`config.mk`:
```
export PLATFORM = sky130hd
export DESIGN_NAME = dmix_front
export DESIGN_NICKNAME = d
export VERILOG_FILES = /design/src/rtl/core/dmix_pkg.sv /design/src/rtl/core/dmix_front.sv
export SDC_FILE = /design/constraint.sdc
export NUM_CORES = 2
export LEC_CHECK = 0
export BUFFER_PORTS_ARGS = -buffer_cell sky130_fd_sc_hd__buf_2
export CAP_MARGIN = 5
export CORE_MARGIN = 2
export CORE_UTILIZATION = 50
export DETAILED_ROUTE_END_ITERATION = 8
export PLACE_DENSITY = 0.67
export SETUP_SLACK_MARGIN = 0.15
export SLEW_MARGIN = 40
export SYNTH_ARGS = -nofsm -noshare
export SYNTH_HDL_FRONTEND = slang
export SYNTH_SLANG_ARGS = --single-unit
export TNS_END_PERCENT = 1
```
`constraint.sdc`:
```
create_clock -name clk_i -period 13.28 [get_ports clk_i]
set_input_delay 2.656 -clock clk_i [delete_from_list [all_inputs] [get_ports clk_i]]
set_output_delay 2.656 -clock clk_i [all_outputs]
set_load 0.05 [all_outputs]
```
`src/rtl/core/dmix_pkg.sv`:
```
package dmix_pkg;

  localparam int unsigned CmdW = 16;  // command words, in and out
  localparam int unsigned LimW = 15;  // command limit
  localparam int unsigned SumW = 17;  // throttle +/- steering
  localparam int unsigned MagW = 16;  // magnitude of a sum
  localparam int unsigned QuoW = 15;  // scaled magnitude, never above the limit
  localparam int unsigned RemW = 31;  // magnitude * limit

  localparam logic [LimW-1:0] LimitRst = 15'd1000;

  // Beat handed from cell to cell along the divider row.
  typedef struct packed {
    logic            vld;
    logic            scale;
    logic [MagW-1:0] dvsr;
    logic            neg_l;
    logic            neg_r;
    logic [RemW-1:0] rem_l;
    logic [RemW-1:0] rem_r;
    logic [QuoW-1:0] quo_l;
    logic [QuoW-1:0] quo_r;
  } dmix_div_t;

endpackage

```
`src/rtl/core/dmix_front.sv`:
```
module dmix_front (
  input  logic                          clk_i,
  input  logic                          rst_ni,
  input  logic                          en_i,
  input  logic [dmix_pkg::LimW-1:0]     lim_i,
  input  logic                          vld_i,
  input  logic signed [dmix_pkg::CmdW-1:0] throttle_i,
  input  logic signed [dmix_pkg::CmdW-1:0] steering_i,
  output dmix_pkg::dmix_div_t           div_o
);

  localparam int unsigned CmdW = dmix_pkg::CmdW;
  localparam int unsigned SumW = dmix_pkg::SumW;
  localparam int unsigned MagW = dmix_pkg::MagW;
  localparam int unsigned QuoW = dmix_pkg::QuoW;
  localparam int unsigned RemW = dmix_pkg::RemW;

  // stage 1: clamp inputs
  logic                   s1_vld_q;
  logic signed [CmdW-1:0] s1_thr_q, s1_thr_d, s1_str_q, s1_str_d;
  // stage 2: mix
  logic                   s2_vld_q;
  logic signed [SumW-1:0] s2_left_q, s2_left_d, s2_right_q, s2_right_d;
  // stage 3: magnitudes and peak
  logic                   s3_vld_q;
  logic [MagW-1:0]        s3_mag_l_q, s3_mag_l_d, s3_mag_r_q, s3_mag_r_d;
  logic [MagW-1:0]        s3_peak_q, s3_peak_d;
  logic                   s3_neg_l_q, s3_neg_r_q, s3_scale_q, s3_scale_d;
  // stage 4: products
  logic                   s4_vld_q;
  dmix_pkg::dmix_div_t    s4_div_q, s4_div_d;

  logic signed [SumW-1:0] lim_s, neg_lim_s, thr_x, str_x;
  logic signed [SumW-1:0] abs_l, abs_r;

  assign lim_s     = $signed({2'b00, lim_i});
  assign neg_lim_s = -lim_s;
  assign thr_x     = {throttle_i[CmdW-1], throttle_i};
  assign str_x     = {steering_i[CmdW-1], steering_i};

  always_comb begin
    if (thr_x > lim_s) s1_thr_d = lim_s[CmdW-1:0];
    else if (thr_x < neg_lim_s) s1_thr_d = neg_lim_s[CmdW-1:0];
    else s1_thr_d = thr_x[CmdW-1:0];
    if (str_x > lim_s) s1_str_d = lim_s[CmdW-1:0];
    else if (str_x < neg_lim_s) s1_str_d = neg_lim_s[CmdW-1:0];
    else s1_str_d = str_x[CmdW-1:0];
  end

  assign s2_left_d  = {s1_thr_q[CmdW-1], s1_thr_q} + {s1_str_q[CmdW-1], s1_str_q};
  assign s2_right_d = {s1_thr_q[CmdW-1], s1_thr_q} - {s1_str_q[CmdW-1], s1_str_q};

  always_comb begin
    abs_l      = s2_left_q[SumW-1] ? -s2_left_q : s2_left_q;
    abs_r      = s2_right_q[SumW-1] ? -s2_right_q : s2_right_q;
    s3_mag_l_d = abs_l[MagW-1:0];
    s3_mag_r_d = abs_r[MagW-1:0];
    s3_peak_d  = (s3_mag_r_d > s3_mag_l_d) ? s3_mag_r_d : s3_mag_l_d;
    s3_scale_d = s3_peak_d > {1'b0, lim_i};
  end

  always_comb begin
    s4_div_d       = '0;
    s4_div_d.vld   = s3_vld_q;
    s4_div_d.scale = s3_scale_q;
    s4_div_d.dvsr  = s3_peak_q;
    s4_div_d.neg_l = s3_neg_l_q;
    s4_div_d.neg_r = s3_neg_r_q;
    s4_div_d.rem_l = RemW'(s3_mag_l_q * lim_i);
    s4_div_d.rem_r = RemW'(s3_mag_r_q * lim_i);
    // unscaled beats ride through the row with the magnitude already in place
    s4_div_d.quo_l = s3_scale_q ? '0 : s3_mag_l_q[QuoW-1:0];
    s4_div_d.quo_r = s3_scale_q ? '0 : s3_mag_r_q[QuoW-1:0];
  end

  always_ff @(posedge clk_i or negedge rst_ni) begin
    if (!rst_ni) begin
      s1_vld_q <= 1'b0;
      s2_vld_q <= 1'b0;
      s3_vld_q <= 1'b0;
      s4_vld_q <= 1'b0;
    end else if (en_i) begin
      s1_vld_q <= vld_i;
      s2_vld_q <= s1_vld_q;
      s3_vld_q <= s2_vld_q;
      s4_vld_q <= s3_vld_q;
    end
  end

  always_ff @(posedge clk_i) begin
    if (en_i) begin
      s1_thr_q   <= s1_thr_d;
      s1_str_q   <= s1_str_d;
      s2_left_q  <= s2_left_d;
      s2_right_q <= s2_right_d;
      s3_mag_l_q <= s3_mag_l_d;
      s3_mag_r_q <= s3_mag_r_d;
      s3_peak_q  <= s3_peak_d;
      s3_neg_l_q <= s2_left_q[SumW-1];
      s3_neg_r_q <= s2_right_q[SumW-1];
      s3_scale_q <= s3_scale_d;
      s4_div_q   <= s4_div_d;
    end
  end

  always_comb begin
    div_o     = s4_div_q;
    div_o.vld = s4_vld_q;
  end

endmodule

```
==> impl_metrics.toml <==
[timing]
fin_crit_ps = 8660
worst_pin_slew_ps = 867
fin_worst_skew_ps = 20.5
fin_crit_sh_pct = 65.2
slew_headroom_pct = 42.2
setup_viol = 0
rsz0062_at_grt = "no"
maxSlewViolCount = 0
max_clock_freq_ghz = 0.115
final.setup.tns_ps = 0
finalHoldViolCount = 0

[detailed_routing]
m1WireLength_um = 29300
highest_layer = "met5"
vias = 20487
drtIter0Drc = 1035
wl_met2_um = 33400
routed_wirelength_um = 69100
wl_met3_um = 3910
drt_pass1_iterations = 6
antenna_left = 0
drc = 0
viasPerCell = 5.51
wire_per_inst_um = 18.6

[worst_setup_path]
slowest_delay_ps = 670
crit_path_cell_trace = "buf_2, buf_4, and2_1, fa_1, inv_1, fa_1, inv_1, fa_1, inv_1, fa_1, inv_1, fa_1, inv_1, fa_1, inv_1, ha_1, nand3_1, nor2_1, a211oi_1, o21ai_0, a211oi_1, o21ai_0, xnor2_1"
cp_data_arrival_time_ps = 8990
critPathMaxFanout = 37
timing.rr.start = "s3_mag_l_q[10]"
rr_worst_depth = 21
r2r_end = "div_o[87]"
critPathCaptureType = "flop"
reg2reg_setup_slack_ps = 6210
slowest_stage = "a211oi_1"
cp.required_ps = 13610
crit_type = "input pin to flop"
crit_path_start_kind = "input pin"

[run_status]
status = "complete, no violations"

[place]
portBuffers = 162
placedCellCount = 3671
dp_hpwl_um = 53300
dpl_cell_area_sq_mm = 0.0299
gp_congestion = 0.923

[synth]
yosys_warnings = 0
avgSynthCellArea_sq_um = 9.94
synth_edf_count = 223
synth-async-reset-ratio_pct = 1.76
ys.flop_type = "edfxtp_1"
ys_types = 70
synth-seq-cells = 227
mappedNetlistArea_sq_mm = 0.0285
yosysSeqAreaShare_pct = 23.9
synth_nets = 3594
synth_top_area_share_pct = 25.4
netlist_instances = 2864
synth_top_cell_by_area = "fa_1"
synth.area.top_cells = "fa_1, edfxtp_1, ha_1, inv_1, and2_1"

[worst_hold_path]
hold_start = "s3_peak_q[4]"
min_path_type = "flop to flop"
min_path_cells = 0
min_to = "div_o[98]"

[cts]
clk_latency_ps = 580
cts_max_path_buffers = 3
tritoncts = "built"
cts_setup_buffers = 0
cts_sinks = 227
cts_buffers = 27
cts_root_buffer = "clkbuf_16"
htreeDepth = 1
postCtsHoldBufs = 0
cts-resized-gates = 0
path_clk_slew_ps = 60

[global_routing]
gr-usage-all-layers_pct = 23.9
overflow = 0
antenna_found_initial = 2
grt_max_degree = 85
grt_pass1_vias = 21709
grt_pass1_wl_um = 113000

[floorplan]
initial_utilization_pct = 50.5
die_w_um = 243
rows = 87
pin_count = 163
coreArea_sq_mm = 0.0564
die_area_sq_mm = 0.0589
die_y_um = 243

[finish]
final_common_cell = "inv_1"
stdcell_count = 3721
layout_common_cells = "inv_1, fa_1, ha_1, and2_1, nand2_1"
drive_above_1_share_pct = 8.98
n_fill_cell = 5107
stdcell_area_sq_mm = 0.0308
nets = 3674
areaGrowthSynthToFinish_pct = 8.16

[job]
cap_violations = 0
==> Yosys cell counts (5+ instances only) <==
cell type	instances
o21a_1	13
or3_1	11
nand2b_1	14
a221oi_1	6
a211oi_1	21
o211ai_1	8
inv_1	504
o21ai_0	77
nor2_1	59
edfxtp_1	223
nand4_1	16
fa_1	362
nor4_1	5
a21oi_1	100
o41ai_1	5
mux2i_1	18
or2_2	7
mux2_2	24
o31ai_1	13
a21o_1	60
ha_1	317
clkbuf_1	115
xor2_1	38
a22oi_1	12
a31oi_1	12
and3_1	8
nor3_1	22
xnor2_1	78
or4_1	7
nand3_1	32
nand2_1	263
o21bai_1	15
and2_1	274
nor2b_1	43
o22a_1	12
==> routing by layer <==
metal,global-route usage (%),vias to the layer above
li1,-,9469
met1,31.1,10256
met2,41.1,608
met3,3.05,150
met4,8.61,4
met5,0,-
==> kinds of logic (layout without fill, tap and decap cells) <==
kind of cell / Yosys count / in the layout / synth area share, %
DFF: 227 / 227 / 23.9
and+or+nand+nor: 780 / 780 / 14.3
xor gates and xnor gates: 116 / 116 / 3.57
AOI/OAI and AO/OA: 388 / 388 / 8.89
buffers and inverters: 631 / 730 / 8.42
adders and majority gates: 679 / 679 / 39.4
muxes: 43 / 43 / 1.62
other: 0 / 2 / 0
==> worst max-delay path, delay by kind of cell <==
| kind | cells | cell delay [ps] |
|---|---|---|
| compound gates | 4 | 1660 |
| xor+xnor | 1 | 140 |
| fa+ha+maj | 7 | 3460 |
| buf+inv | 8 | 650 |
| simple gates | 3 | 410 |
==> metrics by stage <==
stage / worst slack (ps) / utilization (%) / hold slack (ps)
3_3_place_gp: 4180 / 53.0 / 405
4_1_cts: 4690 / 54.6 / 419
6_report: 4620 / 54.6 / 418
5_1_grt: 4270 / 54.6 / 427
2_1_floorplan: 4850 / - / 400
3_5_place_dp: 4070 / 53.0 / 405
==> final cells by class <==
class	instances	area [sq um]	share of cell area, %
clock inverters	20	234	0.760
multi-input cells	2006	19300	62.7
diodes	2	5.00	0.0162
well taps	756	946	3.07
inverters	505	1900	6.15
clock buffers	28	679	2.21
flip-flops and latches	227	6800	22.1
repair buffers	177	941	3.05
==> flip-flops by register name (all words and copies together) (netlist names), 15 cells and up <==
name,flops
s2_left_q,17
s3_peak_q,15
s3_mag_r_q,15
s2_right_q,16
s1_str_q,16
s1_thr_q,16
div_o,109
s3_mag_l_q,16
==> worst max-delay path by stage <==
stage / from / endpoint / slack, ps / cells after the start
after CTS: lim_i[0] / div_o[87] / 4690 / 23
after global routing: lim_i[0] / div_o[87] / 4270 / 23
after global placement: lim_i[4] / div_o[91] / 4180 / 22
final: lim_i[0] / div_o[87] / 4620 / 23
after floorplan: lim_i[6] / div_o[52] / 4850 / 20
after detailed placement: lim_i[0] / div_o[87] / 4070 / 23
Power is left out: the tool's default activity adds up to more than one toggle a clock period on the data nets, which glitch-free logic cannot reach.
