<file path="config.mk">
export PLATFORM = sky130hd
export DESIGN_NAME = dmix_div_cell
export DESIGN_NICKNAME = d
export VERILOG_FILES = /design/src/rtl/core/dmix_pkg.sv /design/src/rtl/core/dmix_div_cell.sv
export SDC_FILE = /design/constraint.sdc
export NUM_CORES = 1
export LEC_CHECK = 0
export ABC_AREA = 1
export BUFFER_PORTS_ARGS = -buffer_cell sky130_fd_sc_hd__buf_2
export CORE_ASPECT_RATIO = 1.75
export CORE_UTILIZATION = 54
export CTS_BUF_LIST = sky130_fd_sc_hd__clkbuf_4
export DETAILED_ROUTE_END_ITERATION = 16
export HOLD_SLACK_MARGIN = 0.15
export PLACE_DENSITY = 0.83
export SLEW_MARGIN = 20
export SYNTH_ARGS = -nofsm -noshare
export SYNTH_HDL_FRONTEND = slang
export SYNTH_SLANG_ARGS = --single-unit
</file>
<file path="constraint.sdc">
create_clock -name clk_i -period 0.95 [get_ports clk_i]
set_input_delay 0.1425 -clock clk_i [delete_from_list [all_inputs] [get_ports clk_i]]
set_output_delay 0.1425 -clock clk_i [all_outputs]
set_load 0.005 [all_outputs]
</file>
<file path="src/rtl/core/dmix_pkg.sv">
package dmix_pkg;

  localparam int unsigned CmdW = 16;  // command words, in and out
  localparam int unsigned LimW = 15;  // command limit
  localparam int unsigned SumW = 17;  // throttle +/- steering
  localparam int unsigned MagW = 16;  // magnitude of a sum
  localparam int unsigned QuoW = 15;  // scaled magnitude, never above the limit
  localparam int unsigned RemW = 31;  // magnitude * limit

  localparam logic [LimW-1:0] LimitRst = 15'd1000;

  // Beat handed from cell to cell along the divider row.
  typedef struct packed {
    logic            vld;
    logic            scale;
    logic [MagW-1:0] dvsr;
    logic            neg_l;
    logic            neg_r;
    logic [RemW-1:0] rem_l;
    logic [RemW-1:0] rem_r;
    logic [QuoW-1:0] quo_l;
    logic [QuoW-1:0] quo_r;
  } dmix_div_t;

endpackage

</file>
<file path="src/rtl/core/dmix_div_cell.sv">
module dmix_div_cell #(
  parameter int unsigned Bit = 0
) (
  input  logic                clk_i,
  input  logic                rst_ni,
  input  logic                en_i,
  input  dmix_pkg::dmix_div_t cell_i,
  output dmix_pkg::dmix_div_t cell_o
);

  localparam int unsigned RemW = dmix_pkg::RemW;

  logic [RemW-1:0]     sub_in, sub_out;
  logic [RemW:0]       trial_l, trial_r;
  logic                vld_q;
  dmix_pkg::dmix_div_t data_q, data_d;

  assign sub_in  = RemW'(cell_i.dvsr) << Bit;
  assign trial_l = {1'b0, cell_i.rem_l} - {1'b0, sub_in};
  assign trial_r = {1'b0, cell_i.rem_r} - {1'b0, sub_in};

  // on scaled beats, one restoring step per lane: keep the difference when it does not borrow
  always_comb begin
    data_d = cell_i;
    if (cell_i.scale && !trial_l[RemW]) begin
      data_d.rem_l      = trial_l[RemW-1:0];
      data_d.quo_l[Bit] = 1'b1;
    end
    if (cell_i.scale && !trial_r[RemW]) begin
      data_d.rem_r      = trial_r[RemW-1:0];
      data_d.quo_r[Bit] = 1'b1;
    end
  end

  always_ff @(posedge clk_i or negedge rst_ni) begin
    if (!rst_ni) begin
      vld_q <= 1'b0;
    end else if (en_i) begin
      vld_q <= cell_i.vld;
    end
  end

  always_ff @(posedge clk_i) begin
    if (en_i) begin
      data_q <= data_d;
    end
  end

  always_comb begin
    cell_o     = data_q;
    cell_o.vld = vld_q;
  end

  assign sub_out = RemW'(cell_o.dvsr) << Bit;

`ifndef ASSERT_OFF
  a_rem_l_below: assert property (@(posedge clk_i) disable iff (!rst_ni)
    cell_o.vld && cell_o.scale |-> cell_o.rem_l < sub_out)
    else $error("left remainder not below shifted divisor");
  a_rem_r_below: assert property (@(posedge clk_i) disable iff (!rst_ni)
    cell_o.vld && cell_o.scale |-> cell_o.rem_r < sub_out)
    else $error("right remainder not below shifted divisor");
`endif

endmodule
</file>
==> results of run 1 <==
-- synthesized netlist by cell type, types with 9 or more instances --
library cell and instances:
nand2_1 409, inv_1 161, edfxtp_1 111, nor2_1 71, nand3_1 62, nand2_2 33
ha_1 32, xnor2_1 24, a21oi_1 18, o21ai_2 15, nor3_1 14, o21ai_0 12
o21ai_1 11, nand4_1 9
-- kinds of logic after synthesis --
group | after synthesis | share of synthesized area (%)
AO/OA/AOI/OAI | 56 | 4.34
flip-flops | 112 | 43.3
adder cells (fa/ha/maj) | 34 | 5.68
XOR/XNOR | 28 | 3.16
multiplexers | 1 | 0.145
buffers and inverters | 180 | 9.65
AND/OR/NAND/NOR | 620 | 33.7
-- metal layers --
metal  GRT overflow  track usage, %
met1              1            65.8
met2             24            93.7
met3              1            37.9
met4             16            73.2
met5              0            9.03
-- through the flow --
step / cell area, sq um / hold slack [ns] / instances
after detailed placement: 11100 / -0.0796 / 1639
after floorplan: 8160 / -0.153 / 1031
after CTS: 13200 / -0.197 / 1788
after global placement: 11100 / -0.0833 / 1639
-- timing repair --
action                     in CTS
hold buffers                  112
hold endpoints to repair      183
cloned                          3
setup endpoints to repair     176
pin swaps                      42
setup buffers                  19
resized for setup             170
==> results.sh, run 1 <==
export IMPL_outcome="did not finish"
export IMPL_lastStage="5_1_grt"
export IMPL_error_line="[ERROR GRT-0116] Global routing finished with congestion. Check the congestion regions in the DRC Viewer."
export IMPL_ys_seq_area_share_pct=43.3
export IMPL_synth_top_area_share_pct=43.0
export IMPL_dieWidth_microns=92.6
export IMPL_cts_root_buf="clkbuf_4"
export IMPL_synth_area_per_cell_sq_um=7.52
export IMPL_gp_congestion=1.05
export IMPL_yosysWarnings=0
export IMPL_synth_seq_cells=112
export IMPL_grt_util_all_layers_pct=67.6
export IMPL_async_flop_share_pct=0.893
export IMPL_synth_top_cells_by_area="edfxtp_1 43%, nand2_1 20%, inv_1 7.8%, ha_1 5.2%, nand3_1 4.0%"
export IMPL_cts_sinks=112
export IMPL_netlist_area_sq_um=7760
export IMPL_cts_max_level=3
export IMPL_start_util_pct=55.5
export IMPL_hpwl_mm=22.0
export IMPL_ys_types=29
export IMPL_die_h_microns=161
export IMPL_cts_buffers=9
export IMPL_rows=57
export IMPL_pre_cts_slack_ns=-1.29
export IMPL_grt_pass1_wl_mm=75.5
export IMPL_synthCells=1031
export IMPL_synth_flop_cell="edfxtp_1"
export IMPL_io_pins=227
export IMPL_synth_area_leader_cell="edfxtp_1"
export IMPL_synth_edff_count=111
export IMPL_cts_buffer_depth=2
export IMPL_grt_start_max_net_pins=54
export IMPL_grt_overflow=42
export IMPL_grt_pass1_vias=13000
export IMPL_port_buffers=226
export IMPL_syn_nets=1180
==> run 2, diff against run 1 <==
--- a/config.mk
+++ b/config.mk
@@ -7,12 +7,9 @@
 export LEC_CHECK = 0
 export ABC_AREA = 1
 export BUFFER_PORTS_ARGS = -buffer_cell sky130_fd_sc_hd__buf_2
-export CORE_ASPECT_RATIO = 1.75
-export CORE_UTILIZATION = 54
-export CTS_BUF_LIST = sky130_fd_sc_hd__clkbuf_4
+export CORE_UTILIZATION = 40
 export DETAILED_ROUTE_END_ITERATION = 16
-export HOLD_SLACK_MARGIN = 0.15
-export PLACE_DENSITY = 0.83
+export PLACE_DENSITY_LB_ADDON = 0.15
 export SLEW_MARGIN = 20
 export SYNTH_ARGS = -nofsm -noshare
 export SYNTH_HDL_FRONTEND = slang
==> run 2 against run 1 <==
  * The flow now finishes, with violations (setup timing)
  * Synthesized area unchanged
  * Synthesized cell count unchanged
==> results.sh, run 2 <==
export IMPL_cts_root_buf="clkbuf_16"
export IMPL_ir_drop_mv=0.999
export IMPL_cellLeakagePower_nw=6.38
export IMPL_rsz0062_at_grt="true"
export IMPL_nNetsFinal=1692
export IMPL_ant_nets=0
export IMPL_synthTopCellsByCount="409 x nand2_1, 161 x inv_1, 111 x edfxtp_1"
export IMPL_netlist_area_sq_um=7760
export IMPL_finish_utilization_pct=68.6
export IMPL_critPathMaxFanout=8
export IMPL_async_flop_share_pct=0.893
export IMPL_p_total_mw=15.2
export IMPL_clk_latency_ns=0.36
export IMPL_synth_flop_cell="edfxtp_1"
export IMPL_syn_nets=1180
export IMPL_synth_top_cells_by_area="edfxtp_1 43%, nand2_1 20%, inv_1 7.8%, ha_1 5.2%, nand3_1 4.0%"
export IMPL_met3_usage_pct=3.68
export IMPL_io_pins=227
export IMPL_end_kind="register"
export IMPL_setup_violations=176
export IMPL_rows=50
export IMPL_synth_area_leader_cell="edfxtp_1"
export IMPL_drtIter0Drc=384
export IMPL_layout_drive_gt1_share_pct=46.0
export IMPL_slew_headroom_pct=77.3
export IMPL_period_share_pct=177
export IMPL_pre_cts_slack_ns=-1.22
export IMPL_synth_top_area_share_pct=43.0
export IMPL_cp_arrival_ns=1.81
export IMPL_final_common_cell="nand2_1"
export IMPL_start_util_pct=41.2
export IMPL_cts_max_level=3
export IMPL_reg2reg_depth=1
export IMPL_powerDensity_nw_per_um2=1170
export IMPL_hold_depth=2
export IMPL_grt_util_all_layers_pct=25.3
export IMPL_final_min_clock_period_ns=1.68
export IMPL_gp_congestion=0.925
export IMPL_yosysMostFrequentCell="nand2_1"
export IMPL_cts_buffers=9
export IMPL_ys_seq_area_share_pct=43.3
export IMPL_crit_type="input pin to register"
export IMPL_grt_start_max_net_pins=56
export IMPL_antenna_found_initial=3
export IMPL_worstMarginPinSlew_ns=0.341
export IMPL_cts_sinks=112
export IMPL_grt_pass1_wl_mm=39.1
export IMPL_dieWidth_microns=141
export IMPL_wl_mm=25.8
export IMPL_setup_ws_ns=-0.728
export IMPL_ys_types=29
export IMPL_crit_required_ns=1.08
export IMPL_drt_pass1_iterations=5
export IMPL_cts_buffer_depth=2
export IMPL_vias_per_cell=4.66
export IMPL_layout_common_cells="345 x nand2_1, 221 x buf_4, 220 x buf_2"
export IMPL_syn2layout_area_growth_pct=66.6
export IMPL_timing_max_cap_violations=0
export IMPL_synth_edff_count=111
export IMPL_drc_errors=0
export IMPL_die_h_microns=141
export IMPL_met2_usage_pct=41.6
export IMPL_wire_per_inst_microns=14.2
export IMPL_core_sq_um=18800
export IMPL_startpoint_type="input pin"
export IMPL_final_max_slew_violation_count=0
export IMPL_die_area_sq_um=20000
export IMPL_largest_reg_flops=111
export IMPL_clock_skew_ns=0
export IMPL_hpwl_mm=19.3
export IMPL_num_vias=8426
export IMPL_timing_hold_violations_final=0
export IMPL_clkTransAtPathRegs_ns=0.09
export IMPL_synthCells=1031
export IMPL_cts_tree="yes"
export IMPL_hp_class="input pin to register"
export IMPL_grt_pass1_vias=7964
export IMPL_use_met1_pct=34.8
export IMPL_synth_seq_cells=112
export IMPL_grt_overflow=0
export IMPL_fmax_ghz=0.596
export IMPL_failed_checks="setup timing"
export IMPL_busiest_layer="met2"
export IMPL_outcome="finished with violations"
export IMPL_port_buffers=226
export IMPL_synth_area_per_cell_sq_um=7.52
export IMPL_yosysWarnings=0
[run 2: cell counts after synthesis]
No cell type changed its count.
[run 2: metrics by stage]
step                hold slack (ns)  cell area (sq um)  instances  setup TNS, ns
finish                       0.0261              12900       1809         -49.39
floorplan                    -0.153               8160       1031         -51.34
global placement            -0.0826              11200       1723         -70.70
global route                 0.0311              12900       1809         -58.18
detailed placement          -0.0811              11200       1723         -73.38
CTS                          0.0166              12500       1798         -47.43
[run 2: worst max-delay path, stage by stage]
cell and delay, ns:
buf_8 0.08, clkinvlp_4 0.10, buf_6 0.14, ha_4 0.25, nand2_4 0.08, inv_4 0.05, a21oi_4 0.10, nand2_2 0.07
nand2_2 0.07, nand2_2 0.05, nand2_2 0.08, nand2_4 0.07, nand2_8 0.14, clkinv_8 0.09, clkbuf_16 0.16, nand2_4 0.05
nand2_2 0.05
[run 2: worst paths after layout]
| path | slack [ns] | start | end |
|---|---|---|---|
| hold reg to reg | 0.54 | vld_q$_DFFE_PN0P_ | vld_q$_DFFE_PN0P_ |
| setup / recovery | -0.73 | cell_i[99] | cell_o[50]$_DFFE_PP_ |
| setup reg to reg | 0.19 | vld_q$_DFFE_PN0P_ | vld_q$_DFFE_PN0P_ |
| min in group asynchronous | 0.08 | rst_ni | vld_q$_DFFE_PN0P_ |
| max in group asynchronous | 0.78 | rst_ni | vld_q$_DFFE_PN0P_ |
| hold / removal | 0.03 | cell_i[15] | cell_o[15]$_SDFFCE_PP1P_ |
[run 2: what timing repair did]
action,in CTS,in global routing
gates cloned,2,4
hold endpoints to repair,46,0
buffers inserted,11,6
gates resized for setup,104,99
pin swaps,16,30
hold buffers,46,0
endpoints found under the setup margin,176,176
[run 2: cell families after synthesis]
family | count (synthesis) | synth area share (%)
fa+ha+maj | 34 | 5.68
simple gates | 620 | 33.7
buf+inv | 180 | 9.65
xor+xnor | 28 | 3.16
mux | 1 | 0.145
compound gates | 56 | 4.34
flops | 112 | 43.3
[run 2: layer usage]
layer  part of all wire, %  vias to the layer above  wire length, microns
met3                   6.2                       31                  1590
met5                 0.074                        -                    19
li1                      -                     4278                     -
met2                    45                      292                 11700
met1                    47                     3821                 12100
met4                   1.4                        4                   371
[run 2: power by group]
part           internal, mW  switching (mW)  total (mW)
registers              5.99           0.123        6.11
clock network          1.84            2.03        3.87
logic                  2.59            2.60        5.19
[run 2: layout make-up]
class                           count  area (sq um)
Antenna cell                        1          2.50
Clock buffer                        9           225
Clock inverter                      7          66.3
Fill cell                        1530          5910
Inverter                          167           662
Multi-Input combinational cell    739          4590
Sequential cell                   112          3360
Tap cell                          260           325
Timing Repair Buffer              514          3690
(Power assumes the default switching activity.)
